===== src/hdl/csv_field_tokenizer_unit_macros.svh =====
// Assertion macros shared by the CSV tokenizer RTL.
// No dependencies; included by modules that carry concurrent checks.
`ifndef CSV_FIELD_TOKENIZER_UNIT_MACROS_SVH
`define CSV_FIELD_TOKENIZER_UNIT_MACROS_SVH

// Same-cycle implication, disabled while reset is high.
`define CSVT_ASSERT_IMP(label, clk_sig, rst_sig, ante, cons, msg) \
  label: assert property (@(posedge clk_sig) disable iff (rst_sig) (ante) |-> (cons)) \
    else $error(msg);

// Next-cycle implication, disabled while reset is high.
`define CSVT_ASSERT_NXT(label, clk_sig, rst_sig, ante, cons, msg) \
  label: assert property (@(posedge clk_sig) disable iff (rst_sig) (ante) |=> (cons)) \
    else $error(msg);

`endif


===== src/hdl/csvt_pkg.sv =====
// Shared types and constants for the CSV field tokenizer.
// No dependencies; imported by every module of the block.
`timescale 1ns / 1ps

package csvt_pkg;

  // Result kinds
  localparam logic [1:0] KIND_BYTE  = 2'd0;
  localparam logic [1:0] KIND_FIELD = 2'd1;
  localparam logic [1:0] KIND_ROW   = 2'd2;

  // Byte values with a fixed meaning
  localparam logic [7:0] CHAR_QUOTE = 8'h22;
  localparam logic [7:0] CHAR_CR    = 8'h0D;
  localparam logic [7:0] CHAR_LF    = 8'h0A;
  localparam logic [7:0] CHAR_SPACE = 8'h20;
  localparam logic [7:0] CHAR_TAB   = 8'h09;

  // Configuration register indexes
  localparam int unsigned CFG_IDX_W = 1;
  localparam logic [CFG_IDX_W-1:0] REG_DELIMITER  = 1'b0;
  localparam logic [CFG_IDX_W-1:0] REG_SKIP_BLANK = 1'b1;

  // Entries in the queue between the front and back parts
  localparam int unsigned QUEUE_DEPTH = 2;

  typedef struct packed {
    logic [7:0] in_byte;
    logic       end_of_data;
  } text_item_t;

  typedef struct packed {
    logic [1:0] kind;
    logic [7:0] out_byte;
    logic       trim_overflow;
    logic       last;
  } token_item_t;

  // One classified text byte: which sub-actions it needs and its class flags.
  typedef struct packed {
    logic       take_cr;
    logic       take_byte;
    logic       close_line;
    logic [7:0] data;
    logic       is_space;
    logic       is_delim;
    logic       is_quote;
    logic       cr_is_delim;
  } step_t;

endpackage


===== src/hdl/csv_field_tokenizer_unit.sv =====
// Channel  Handshake            Beat payload
// text     text_valid/stall     text_item_t: in_byte, end_of_data
// token    token_valid/stall    token_item_t: kind, out_byte, trim_overflow, last
// cfg      cfg_valid/ready      cfg_index, cfg_data (0 delimiter, 1 skip_blank_lines)
//
// The front takes one text beat per cycle while its two-entry queue has room.
// The back emits at most one result per cycle: a byte ending held whitespace
// first sends the held bytes, and a line end or a character after a closing
// quote may be looked at again before its step ends.
// Reset is synchronous; it clears parser state and the queue but not the
// contents of the trim store. token_stall holds the output register and one
// further result in the hold stage; text_stall rises only when the queue fills.
// Top level of the CSV field tokenizer; depends on csvt_pkg, csvt_front,
// csvt_queue and csvt_back.
`timescale 1ns / 1ps

module csv_field_tokenizer_unit import csvt_pkg::*; #(
  parameter int unsigned TRIM_DEPTH = 32
) (
  input  logic                 clk,
  input  logic                 rst,
  input  logic                 text_valid,
  output logic                 text_stall,
  input  text_item_t           text_item,
  output logic                 token_valid,
  input  logic                 token_stall,
  output token_item_t          token_item,
  input  logic                 cfg_valid,
  output logic                 cfg_ready,
  input  logic [CFG_IDX_W-1:0] cfg_index,
  input  logic [7:0]           cfg_data
);

  logic [7:0] delimiter;
  logic       skip_blank_lines;
  logic       push;
  step_t      push_entry;
  logic       queue_full;
  logic       queue_avail;
  step_t      queue_head;
  logic       queue_pop;

  assign cfg_ready = 1'b1;

  always_ff @(posedge clk) begin
    if (rst) begin
      delimiter        <= 8'd44;
      skip_blank_lines <= 1'b1;
    end else if (cfg_valid && cfg_ready) begin
      unique case (cfg_index)
        REG_DELIMITER:  delimiter        <= cfg_data;
        REG_SKIP_BLANK: skip_blank_lines <= cfg_data[0];
        default: begin
          delimiter <= delimiter;
        end
      endcase
    end
  end

  csvt_front u_front (
    .clk        (clk),
    .rst        (rst),
    .text_valid (text_valid),
    .text_stall (text_stall),
    .text_item  (text_item),
    .delimiter  (delimiter),
    .queue_full (queue_full),
    .push       (push),
    .entry      (push_entry)
  );

  csvt_queue u_queue (
    .clk        (clk),
    .rst        (rst),
    .push       (push),
    .push_entry (push_entry),
    .pop        (queue_pop),
    .full       (queue_full),
    .avail      (queue_avail),
    .head       (queue_head)
  );

  csvt_back #(
    .TRIM_DEPTH (TRIM_DEPTH)
  ) u_back (
    .clk              (clk),
    .rst              (rst),
    .skip_blank_lines (skip_blank_lines),
    .avail            (queue_avail),
    .head             (queue_head),
    .pop              (queue_pop),
    .token_valid      (token_valid),
    .token_stall      (token_stall),
    .token_item       (token_item)
  );

endmodule


===== src/hdl/csvt_front.sv =====
// Front part: accepts text beats, holds back a lone carriage return and
// classifies each byte into a step for the queue. Depends on csvt_pkg.
`timescale 1ns / 1ps

module csvt_front import csvt_pkg::*; (
  input  logic       clk,
  input  logic       rst,
  input  logic       text_valid,
  output logic       text_stall,
  input  text_item_t text_item,
  input  logic [7:0] delimiter,
  input  logic       queue_full,
  output logic       push,
  output step_t      entry
);

  logic held_return;
  logic held_return_next;
  logic accept;
  logic is_lf;
  logic is_cr;

  assign text_stall = queue_full;
  assign accept     = text_valid && !queue_full;
  assign is_lf      = (text_item.in_byte == CHAR_LF);
  assign is_cr      = (text_item.in_byte == CHAR_CR);

  always_comb begin
    entry.take_cr     = held_return && !is_lf;
    entry.take_byte   = !is_lf && !is_cr;
    entry.close_line  = is_lf || text_item.end_of_data;
    entry.data        = text_item.in_byte;
    entry.is_space    = (text_item.in_byte == CHAR_SPACE) ||
                        ((text_item.in_byte >= CHAR_TAB) && (text_item.in_byte <= CHAR_CR));
    entry.is_delim    = (text_item.in_byte == delimiter);
    entry.is_quote    = (text_item.in_byte == CHAR_QUOTE);
    entry.cr_is_delim = (delimiter == CHAR_CR);
  end

  // A byte with nothing to do (a first carriage return) never reaches the queue.
  assign push = accept && (entry.take_cr || entry.take_byte || entry.close_line);

  // Every line end clears the held return, so only a return that does not
  // end the text stays held.
  always_comb begin
    held_return_next = held_return;
    if (accept) begin
      held_return_next = is_cr && !text_item.end_of_data;
    end
  end

  always_ff @(posedge clk) begin
    if (rst) begin
      held_return <= 1'b0;
    end else begin
      held_return <= held_return_next;
    end
  end

endmodule


===== src/hdl/csvt_queue.sv =====
// Short queue of classified steps between the front and back parts.
// Depends on csvt_pkg for the step type and depth.
`timescale 1ns / 1ps

module csvt_queue import csvt_pkg::*; (
  input  logic  clk,
  input  logic  rst,
  input  logic  push,
  input  step_t push_entry,
  input  logic  pop,
  output logic  full,
  output logic  avail,
  output step_t head
);

  localparam int unsigned QPTR_W = (QUEUE_DEPTH > 1) ? $clog2(QUEUE_DEPTH) : 1;
  localparam int unsigned QCNT_W = $clog2(QUEUE_DEPTH + 1);

  step_t             entries [QUEUE_DEPTH];
  logic [QPTR_W-1:0] wr_ptr;
  logic [QPTR_W-1:0] wr_ptr_next;
  logic [QPTR_W-1:0] rd_ptr;
  logic [QPTR_W-1:0] rd_ptr_next;
  logic [QCNT_W-1:0] count;
  logic [QCNT_W-1:0] count_next;
  logic              do_push;
  logic              do_pop;

  assign full    = (count == QCNT_W'(QUEUE_DEPTH));
  assign avail   = (count != '0);
  assign head    = entries[rd_ptr];
  assign do_push = push && !full;
  assign do_pop  = pop && avail;

  always_comb begin
    wr_ptr_next = wr_ptr;
    rd_ptr_next = rd_ptr;
    count_next  = count;
    if (do_push) begin
      wr_ptr_next = (wr_ptr == QPTR_W'(QUEUE_DEPTH - 1)) ? '0 : wr_ptr + 1'b1;
    end
    if (do_pop) begin
      rd_ptr_next = (rd_ptr == QPTR_W'(QUEUE_DEPTH - 1)) ? '0 : rd_ptr + 1'b1;
    end
    if (do_push && !do_pop) begin
      count_next = count + 1'b1;
    end else if (do_pop && !do_push) begin
      count_next = count - 1'b1;
    end
  end

  always_ff @(posedge clk) begin
    if (rst) begin
      wr_ptr <= '0;
      rd_ptr <= '0;
      count  <= '0;
    end else begin
      wr_ptr <= wr_ptr_next;
      rd_ptr <= rd_ptr_next;
      count  <= count_next;
    end
    if (do_push) begin
      entries[wr_ptr] <= push_entry;
    end
  end

endmodule


===== src/hdl/csvt_back.sv =====
// Back part: runs the field parser on queued steps, keeps trailing whitespace
// in a circular store and drives the result channel. Depends on csvt_pkg and
// the assertion macros header.
`timescale 1ns / 1ps
`include "csv_field_tokenizer_unit_macros.svh"

module csvt_back import csvt_pkg::*; #(
  parameter int unsigned TRIM_DEPTH = 32
) (
  input  logic        clk,
  input  logic        rst,
  input  logic        skip_blank_lines,
  input  logic        avail,
  input  step_t       head,
  output logic        pop,
  output logic        token_valid,
  input  logic        token_stall,
  output token_item_t token_item
);

  localparam int unsigned CNT_W = $clog2(TRIM_DEPTH + 1);
  localparam int unsigned PTR_W = (TRIM_DEPTH > 1) ? $clog2(TRIM_DEPTH) : 1;

  typedef enum logic [2:0] {
    MODE_LEAD,
    MODE_SIMPLE,
    MODE_INQ,
    MODE_QSEEN,
    MODE_POST
  } mode_t;

  typedef enum logic [1:0] {
    PH_CR,
    PH_BYTE,
    PH_CLOSE
  } phase_t;

  // Parser state
  mode_t            mode;
  mode_t            mode_next;
  logic [CNT_W-1:0] count;
  logic [CNT_W-1:0] count_next;
  logic [PTR_W-1:0] head_ptr;
  logic [PTR_W-1:0] head_ptr_next;
  logic [PTR_W-1:0] tail_ptr;
  logic [PTR_W-1:0] tail_ptr_next;
  logic             field_seen;
  logic             field_seen_next;
  logic             done_cr;
  logic             done_cr_next;
  logic             done_byte;
  logic             done_byte_next;

  // Hold stage and output register
  logic             hold_valid;
  logic             hold_valid_next;
  token_item_t      hold;
  token_item_t      hold_next;
  logic             token_valid_next;
  token_item_t      token_item_next;

  // Trim store
  logic [7:0]       trim_mem [TRIM_DEPTH];
  logic [7:0]       rd_q;
  logic             byp_hit;
  logic [7:0]       byp_data;
  logic [7:0]       head_byte;
  logic             wr_en;

  // Action of the current cycle
  phase_t           cur_ph;
  logic [7:0]       x;
  logic             x_ws;
  logic             x_delim;
  logic             x_quote;
  logic             act_emit;
  logic             act_done;
  logic             step_end;
  token_item_t      gen;
  mode_t            a_mode;
  logic             a_push;
  logic             a_pop;
  logic             a_clear;
  logic             a_seen_set;
  logic             a_seen_clr;
  logic             go;
  logic             send;
  logic             out_free;

  assign head_byte = byp_hit ? byp_data : rd_q;

  // Sub-action selection: a held return first, then the byte, then line end.
  always_comb begin
    if (head.take_cr && !done_cr) begin
      cur_ph = PH_CR;
    end else if (head.take_byte && !done_byte) begin
      cur_ph = PH_BYTE;
    end else begin
      cur_ph = PH_CLOSE;
    end
    if (cur_ph == PH_CR) begin
      x       = CHAR_CR;
      x_ws    = 1'b1;
      x_delim = head.cr_is_delim;
      x_quote = 1'b0;
    end else begin
      x       = head.data;
      x_ws    = head.is_space;
      x_delim = head.is_delim;
      x_quote = head.is_quote;
    end
  end

  // One parser evaluation per cycle while go is high; act_done low means the same
  // byte is looked at again at the next evaluation (held whitespace flush,
  // re-dispatch after a closing quote, or the row mark after a closing field mark).
  always_comb begin
    act_emit   = 1'b0;
    act_done   = 1'b1;
    gen        = '{kind: KIND_BYTE, out_byte: 8'h00, trim_overflow: 1'b0, last: 1'b0};
    a_mode     = mode;
    a_push     = 1'b0;
    a_pop      = 1'b0;
    a_clear    = 1'b0;
    a_seen_set = 1'b0;
    a_seen_clr = 1'b0;
    if (cur_ph == PH_CLOSE) begin
      if (mode == MODE_SIMPLE || mode == MODE_INQ || mode == MODE_QSEEN) begin
        act_emit = 1'b1;
        gen.kind = KIND_FIELD;
        a_mode   = MODE_LEAD;
        act_done = 1'b0;
      end else begin
        act_emit   = field_seen || !skip_blank_lines;
        gen.kind   = KIND_ROW;
        a_mode     = MODE_LEAD;
        a_clear    = 1'b1;
        a_seen_clr = 1'b1;
      end
    end else begin
      a_seen_set = (cur_ph == PH_BYTE) && !x_ws;
      unique case (mode)
        MODE_LEAD: begin
          if (x_ws) begin
            a_mode = MODE_LEAD;
          end else if (x_quote) begin
            a_mode = MODE_INQ;
          end else if (x_delim) begin
            act_emit = 1'b1;
            gen.kind = KIND_FIELD;
          end else begin
            act_emit     = 1'b1;
            gen.out_byte = x;
            a_mode       = MODE_SIMPLE;
          end
        end
        MODE_SIMPLE: begin
          if (x_delim) begin
            a_clear  = 1'b1;
            act_emit = 1'b1;
            gen.kind = KIND_FIELD;
            a_mode   = MODE_LEAD;
          end else if (x_ws) begin
            a_push = 1'b1;
            if (count == CNT_W'(TRIM_DEPTH)) begin
              act_emit          = 1'b1;
              gen.out_byte      = head_byte;
              gen.trim_overflow = 1'b1;
              a_pop             = 1'b1;
            end
          end else if (count != '0) begin
            act_emit     = 1'b1;
            gen.out_byte = head_byte;
            a_pop        = 1'b1;
            act_done     = 1'b0;
          end else begin
            act_emit     = 1'b1;
            gen.out_byte = x;
          end
        end
        MODE_INQ: begin
          if (x_quote) begin
            a_mode = MODE_QSEEN;
          end else begin
            act_emit     = 1'b1;
            gen.out_byte = x;
          end
        end
        MODE_QSEEN: begin
          if (x_quote) begin
            act_emit     = 1'b1;
            gen.out_byte = CHAR_QUOTE;
            a_mode       = MODE_INQ;
          end else begin
            act_emit = 1'b1;
            gen.kind = KIND_FIELD;
            a_mode   = MODE_POST;
            act_done = x_delim;
          end
        end
        default: begin
          if (x_delim) begin
            a_mode = MODE_LEAD;
          end else if (!x_ws) begin
            a_mode   = MODE_LEAD;
            act_done = 1'b0;
          end
        end
      endcase
    end
  end

  assign step_end = act_done && ((cur_ph == PH_CLOSE) ||
                    ((cur_ph == PH_CR) && !head.take_byte && !head.close_line) ||
                    ((cur_ph == PH_BYTE) && !head.close_line));

  // The hold stage keeps the newest result until it is known whether it is
  // the last of its step; it is passed on when a later result or the end of
  // the step arrives.
  assign out_free = !token_valid || !token_stall;
  assign go   = avail && (!hold_valid || out_free ||
                (!hold.last && !act_emit && !step_end));
  assign send = hold_valid && out_free &&
                (hold.last || (go && (act_emit || step_end)));
  assign pop   = go && step_end;
  assign wr_en = go && a_push;

  always_comb begin
    mode_next       = mode;
    count_next      = count;
    head_ptr_next   = head_ptr;
    tail_ptr_next   = tail_ptr;
    field_seen_next = field_seen;
    done_cr_next    = done_cr;
    done_byte_next  = done_byte;
    hold_valid_next = hold_valid;
    hold_next       = hold;
    if (go) begin
      mode_next = a_mode;
      if (a_pop) begin
        head_ptr_next = (head_ptr == PTR_W'(TRIM_DEPTH - 1)) ? '0 : head_ptr + 1'b1;
      end
      if (a_clear) begin
        tail_ptr_next = head_ptr;
        count_next    = '0;
      end else begin
        if (a_push) begin
          tail_ptr_next = (tail_ptr == PTR_W'(TRIM_DEPTH - 1)) ? '0 : tail_ptr + 1'b1;
        end
        if (a_push && !a_pop) begin
          count_next = count + 1'b1;
        end else if (a_pop && !a_push) begin
          count_next = count - 1'b1;
        end
      end
      if (a_seen_clr) begin
        field_seen_next = 1'b0;
      end else if (a_seen_set) begin
        field_seen_next = 1'b1;
      end
      if (step_end) begin
        done_cr_next   = 1'b0;
        done_byte_next = 1'b0;
      end else if (act_done && cur_ph == PH_CR) begin
        done_cr_next = 1'b1;
      end else if (act_done && cur_ph == PH_BYTE) begin
        done_byte_next = 1'b1;
      end
    end
    if (go && act_emit) begin
      hold_valid_next = 1'b1;
      hold_next       = gen;
      hold_next.last  = step_end;
    end else if (send) begin
      hold_valid_next = 1'b0;
    end

    token_valid_next = token_valid;
    token_item_next  = token_item;
    if (send) begin
      token_valid_next     = 1'b1;
      token_item_next      = hold;
      token_item_next.last = hold.last || !act_emit;
    end else if (token_valid && !token_stall) begin
      token_valid_next = 1'b0;
    end
  end

  always_ff @(posedge clk) begin
    if (rst) begin
      mode        <= MODE_LEAD;
      count       <= '0;
      head_ptr    <= '0;
      tail_ptr    <= '0;
      field_seen  <= 1'b0;
      done_cr     <= 1'b0;
      done_byte   <= 1'b0;
      hold_valid  <= 1'b0;
      token_valid <= 1'b0;
    end else begin
      mode        <= mode_next;
      count       <= count_next;
      head_ptr    <= head_ptr_next;
      tail_ptr    <= tail_ptr_next;
      field_seen  <= field_seen_next;
      done_cr     <= done_cr_next;
      done_byte   <= done_byte_next;
      hold_valid  <= hold_valid_next;
      token_valid <= token_valid_next;
    end
    hold       <= hold_next;
    token_item <= token_item_next;
  end

  // The read port follows the next head, so head_byte always shows the
  // oldest held byte; a write to that same entry is forwarded.
  always_ff @(posedge clk) begin
    if (wr_en) begin
      trim_mem[tail_ptr] <= x;
    end
    rd_q     <= trim_mem[head_ptr_next];
    byp_hit  <= wr_en && (tail_ptr == head_ptr_next);
    byp_data <= x;
  end

  `CSVT_ASSERT_IMP(a_ovf_needs_full, clk, rst, go && act_emit && gen.trim_overflow, count == CNT_W'(TRIM_DEPTH), "overflow byte sent while trim store not full")
  `CSVT_ASSERT_IMP(a_empty_ptrs_meet, clk, rst, count == '0, tail_ptr == head_ptr, "empty trim store with separated pointers")
  `CSVT_ASSERT_NXT(a_line_end_clears, clk, rst, go && step_end && (cur_ph == PH_CLOSE), (field_seen == 1'b0) && (count == '0), "line end left field or trim state behind")
  `CSVT_ASSERT_IMP(a_mark_zero_byte, clk, rst, token_valid && (token_item.kind != KIND_BYTE), token_item.out_byte == 8'h00, "field or row mark carries a byte")

endmodule


===== config.mk =====
export PLATFORM = sky130hd
export DESIGN_NAME = csv_field_tokenizer_unit
export DESIGN_NICKNAME = d
export VERILOG_FILES = /design/src/hdl/csvt_pkg.sv /design/src/hdl/csv_field_tokenizer_unit.sv /design/src/hdl/csvt_front.sv /design/src/hdl/csvt_queue.sv /design/src/hdl/csvt_back.sv
export VERILOG_INCLUDE_DIRS = /design/src /design/src/hdl
export SDC_FILE = /design/constraint.sdc
export NUM_CORES = 1
export LEC_CHECK = 0
export BUFFER_PORTS_ARGS = -buffer_cell sky130_fd_sc_hd__clkbuf_2
export CORE_MARGIN = 8
export CORE_UTILIZATION = 56
export CTS_CLUSTER_SIZE = 28
export DETAILED_ROUTE_END_ITERATION = 10
export GPL_TIMING_DRIVEN = 1
export PLACE_DENSITY = 0.78
export SYNTH_ARGS = -nofsm -noshare
export SYNTH_HDL_FRONTEND = slang
export SYNTH_SLANG_ARGS = --single-unit
export TNS_END_PERCENT = 30

===== constraint.sdc =====
create_clock -name clk -period 4.4 [get_ports clk]
set_input_delay 0.88 -clock clk [delete_from_list [all_inputs] [get_ports clk]]
set_output_delay 0.88 -clock clk [all_outputs]
set_load 0.01 [all_outputs]

# == Word-level counts from Yosys, hierarchy flattened ==
# Memory sizes are Yosys's and may differ from the RTL's. A register that Yosys moved wholly into a read port is not among the register bits.
# Cells that the tools add are included.
# totals
memories,2
out_inout_bits,15
input_bits,23
register_bits,71
ramBits,286
word_cells,243
# memory_table
memory,words,width,rd,rd_ports_with_merged_regs,wr,line_no,rtl
u_back.trim_mem,32,8,1,1,1,csvt_back.sv:63,logic [7:0] trim_mem [TRIM_DEPTH];
u_queue.entries,2,15,1,1,1,csvt_queue.sv:19,step_t entries [QUEUE_DEPTH];
# classes
reduce_logical,89
addsub,8
n_lt_le_gt_ge,2
n_mux,93
eq_ne,21
bitwise_logic,3
# ops
operator,count
two-way mux 1 bit,53
two-way mux 8 bit,6
logical AND 1 bit,32
case mux 8 bit (4 select lines),1
two-way mux 5 bit,6
two-way mux 3 bit,9
"== test 8 x 4 -> 1 bit, second input constant",3
two-way mux 6 bit,4
zero test 1 bit,20
two-way mux 10 bit,2
two-way mux 9 bit,2
"== test 8 x 6 -> 1 bit, second input constant",2
nonzero test 2 bit,8
logical OR 1 bit,15
two-way mux 2 bit,6
case mux 3 bit (4 select lines),1
AND reduction 2 bit,6
"adder 5 x 1 -> 5 bit, second input constant",2
"== test 5 bit, second input constant",2
== test 8 bit,1
"greater-or-equal comparator 8 x 4 -> 1 bit, second input constant",1
"<= comparator 8 x 4 -> 1 bit, second input constant",1
"adder 6 x 1 -> 6 bit, second input constant",1
"== test 3 x 2 -> 1 bit, second input constant",2
other kinds (25),30

# == Logic depth before layout (Yosys ltp) ==
# logic_depth
word_depth,20
ltp_mapped,19
ltp_nobuf,17

# == Cells and area by module ==
# A second synthesis with hierarchy kept.
# hier_totals
cells_unflattened,1658
hier_area_um2,18903.1
# modules_own_cells
module,area_per_inst_um2,cells_per_inst,n_inst
csvt_back,16839.9,1501,1
csvt_queue,1302.5,72,1
csv_field_tokenizer_unit,399.1,40,1
csvt_front,361.6,45,1

# == Worst setup path before layout ==
# OpenSTA, ideal clock, no wires.
# synth_path
path_type,reg2reg
from,register with a tool-made name
to,"register u_back.rd_q[4], read port of u_back.trim_mem"
stages_incl_launch_ff,14
n_path_buf,4
t_arrival_ps,3398
path_slack_ps,868
required_time_ps,4266
cell_sequence,dfxtp_1 -> buf_6 -> mux2_2 -> a21o_1 -> a21o_1 -> or3_4 -> or4b_1 -> buf_2 -> buf_2 -> clkbuf_1 -> and3_1 -> a211oi_1 -> nor4_1 -> or4_1
# synth_rtl
item,line_no,rtl
to (decl),csvt_back.sv:64,logic [7:0] rd_q;

==> metrics.cfg <==
[critical_path]
critPathKind=flip-flop to flip-flop
path_max_fanout=32
critPathArrivalTime_ns=4.64
cpPeakStageDelay_ns=0.45
cp-end-kind=flip-flop
worst-path-buf-inv=4
crit_slowest_cell=or4_1
cpLargestDelayFamily=simple AND/OR/NAND/NOR gates
critPathRequiredTime_ns=4.81
path_cells=buf_4, or3b_1, a21oi_2, a31oi_1, buf_4, or3_4, or2_1, o21ai_4, nand2_2, buf_12, a211oi_1, a2111oi_0, buf_4, or4_1
path_common_cell=buf_4
start_kind=flip-flop

[final_layout]
final_core_util_pct=65.20
nets=1343
drive_above_1_share_pct=15.87
synthToLayoutAreaGrowth_pct=14.29

[detailed_routing]
drc=0
drtPass1Iterations=5
routedWlPerCell_um=22.68
via_count=10849
antenna_left=0
vias_per_cell=6.326
drt-total-wl_mm=38.89
drt_iter0_markers=1195

[global_route]
grt_max_degree=96
grt_pass1_vias=10562
grt_overflow=0
antenna_found_initial=2
gr-usage-all-layers_pct=22.49
grt_pass1_wl_mm=59.12

[power]
cellPowerDensity_mw_per_mm2=501.3
p_leak_nw=6.191
peakVddDrop_mv=0.3204

[cts]
clk_latency_ns=0.54
cts_max_level=2
cts-buffers-inserted=38
clk_path_buf_depth=3
cts.clk_slew.worst_paths_ns=0.06
cts_tree=done
cts-root-buf=clkbuf_16
hold_buffers=0
cts.sinks=366

[synth]
async_reset_ff_share_pct=0
avgSynthCellArea_um2=12.82
ys_ff_latch=366
yosysUniqueCellTypes=77
synth_warnings=0
synth_flop_cell=edfxtp_1
yosysMostFrequentCell=edfxtp_1
synth_area_leaders=edfxtp_1 58%, dfxtp_1 7.0%, and3_1 3.3%
synth.top_cell.area_share_pct=58.42
syn_nets=1280
yosysTopAreaCell=edfxtp_1
synth_cells=1243
ys_seq_area_share_pct=65.45
synth_edf_count=310
syn_area_mm2=0.01594
synth_top_cells_by_count=310 x edfxtp_1, 103 x nand2_1, 98 x nor2_1

[placement]
io_buffers=36
dp_hpwl_mm=24.40
gp_congestion=0.8989

[sta]
hold_violations=0
rsz0062_at_grt=true
slew_headroom_pct=19.48
final_max_slew_viol_count=0
max_freq_mhz=236.3
fin_skew_ns=0.03322
fin_crit_sh_pct=96.19
worstMarginPinSlew_ns=1.206
fin_hold_ws_ns=0.4213
setup_viol=0
fin_crit_ns=4.232
tns_ns=0

[die]
die_w_um=184.7
die_area_mm2=0.03411
dieHeight_um=184.7
initial_core_util_pct=57.05
fp-row-count=61
fp.coreArea_mm2=0.02793
num_io_pins=38

[min_path]
worstHoldPathType=flip-flop to flip-flop

[outcome]
status=finished clean

[job]
max_cap_viol_count=0

## flip-flops by register name, indices dropped and copies added (netlist names), 2 cells and up, named ones only
name and count:
delimiter 8, u_back.hold 12, u_back.tail_ptr 5, u_back.mode 3, u_back.rd_q 8, u_back.trim_mem 256, u_back.byp_data 8, u_queue.count 2
u_back.head_ptr 5, u_back.token_item 12, u_back.count 6, u_queue.entries 30
## cell families after synthesis
group | Yosys count | share of synthesized area, %
and+or+nand+nor | 385 | 12.34
DFF | 366 | 65.45
AOI/OAI and AO/OA | 305 | 13.98
buffers and inverters | 105 | 2.968
muxes | 43 | 2.779
xor gates and xnor gates | 24 | 1.319
adders and majority gates | 14 | 1.146
other | 1 | 0.02353
## final timing paths
path | startpoint | to | slack, ns | depth (start not counted)
max | flip-flop | u_back.rd_q[0]$_DFF_P_ | 0.17 | 14
min reg2reg | u_back.hold[6]$_SDFFCE_PP0P_ | u_back.token_item[6]$_DFFE_PP_ | 0.42 | 0
min | u_back.hold[6]$_SDFFCE_PP0P_ | u_back.token_item[6]$_DFFE_PP_ | 0.42 | 0
max reg2reg | flip-flop | u_back.rd_q[0]$_DFF_P_ | 0.17 | 14
## placed cells by master, fill, tap and decap left out, types with 4 or more instances in the layout
master	Yosys	final
dfxtp_1	56	55
bufinv_16	0	5
clkbuf_16	0	39
a2bb2oi_1	6	6
nand3b_1	10	10
or4_1	10	10
mux2i_1	38	38
nor3_1	13	12
clkbuf_1	64	9
clkbuf_2	0	36
xnor2_1	19	19
nor2_2	0	8
a31oi_1	9	9
a211oi_1	56	54
or3_1	4	4
ha_1	13	12
nand2b_1	7	7
xor2_1	5	5
and3_1	84	84
a22oi_1	5	4
o22ai_1	33	33
o21ai_0	16	16
nor4_1	20	19
a21boi_0	65	65
a21oi_1	34	33
buf_4	3	66
nand3_1	5	5
and2_1	4	4
nor2_1	98	90
o211ai_1	5	5
inv_1	17	17
buf_12	0	6
a2111oi_0	15	14
nand4_1	4	4
a21o_1	5	5
edfxtp_1	310	310
nand2_1	103	102
o32ai_1	32	31
clkinv_1	0	4
clkinv_2	0	5
## metal layers
layer | routed length, um | GRT usage, %
met1 | 15510 | 28.84
met2 | 18490 | 36.70
met3 | 3248 | 4.312
met4 | 1630 | 10.40
met5 | 11 | 0
## area by class of cell
class | count | area, um^2
antenna | 1 | 2.502
sequential | 366 | 10430
fill | 2038 | 9722
inverter | 18 | 67.56
clock inverter | 21 | 256.5
tap | 378 | 473.0
clock buffer | 49 | 1012
timing repair buffer | 110 | 832.0
multi-input combinational | 772 | 5137
## repair_timing
action,in CTS,in global routing
setup endpoints to repair,0,64
hold endpoints to repair,0,0
gates resized for setup,0,12
setup buffers,0,1
## stage by stage
| step | power (mW) | cell area [um^2] | setup slack [ns] | cells |
|---|---|---|---|---|
| floorplan | 5.365 | 15940 | 0.8676 | 1243 |
| global placement | 5.886 | 16860 | 0.2659 | 1642 |
| detailed placement | 5.936 | 16860 | 0.1362 | 1642 |
| CTS | 9.136 | 18130 | 0.1024 | 1712 |
| global route | 9.460 | 18210 | -0.07464 | 1715 |
| finish | 9.131 | 18210 | 0.1677 | 1715 |
## power by group
group	leakage (nW)	switching [mW]	total, mW	internal, mW
registers	3.27	0.166	4.42	4.25
logic	2.31	1.03	1.49	0.454
clock network	0.615	1.29	3.23	1.94
total	6.19	2.49	9.13	6.64
(Power assumes the default switching activity.)
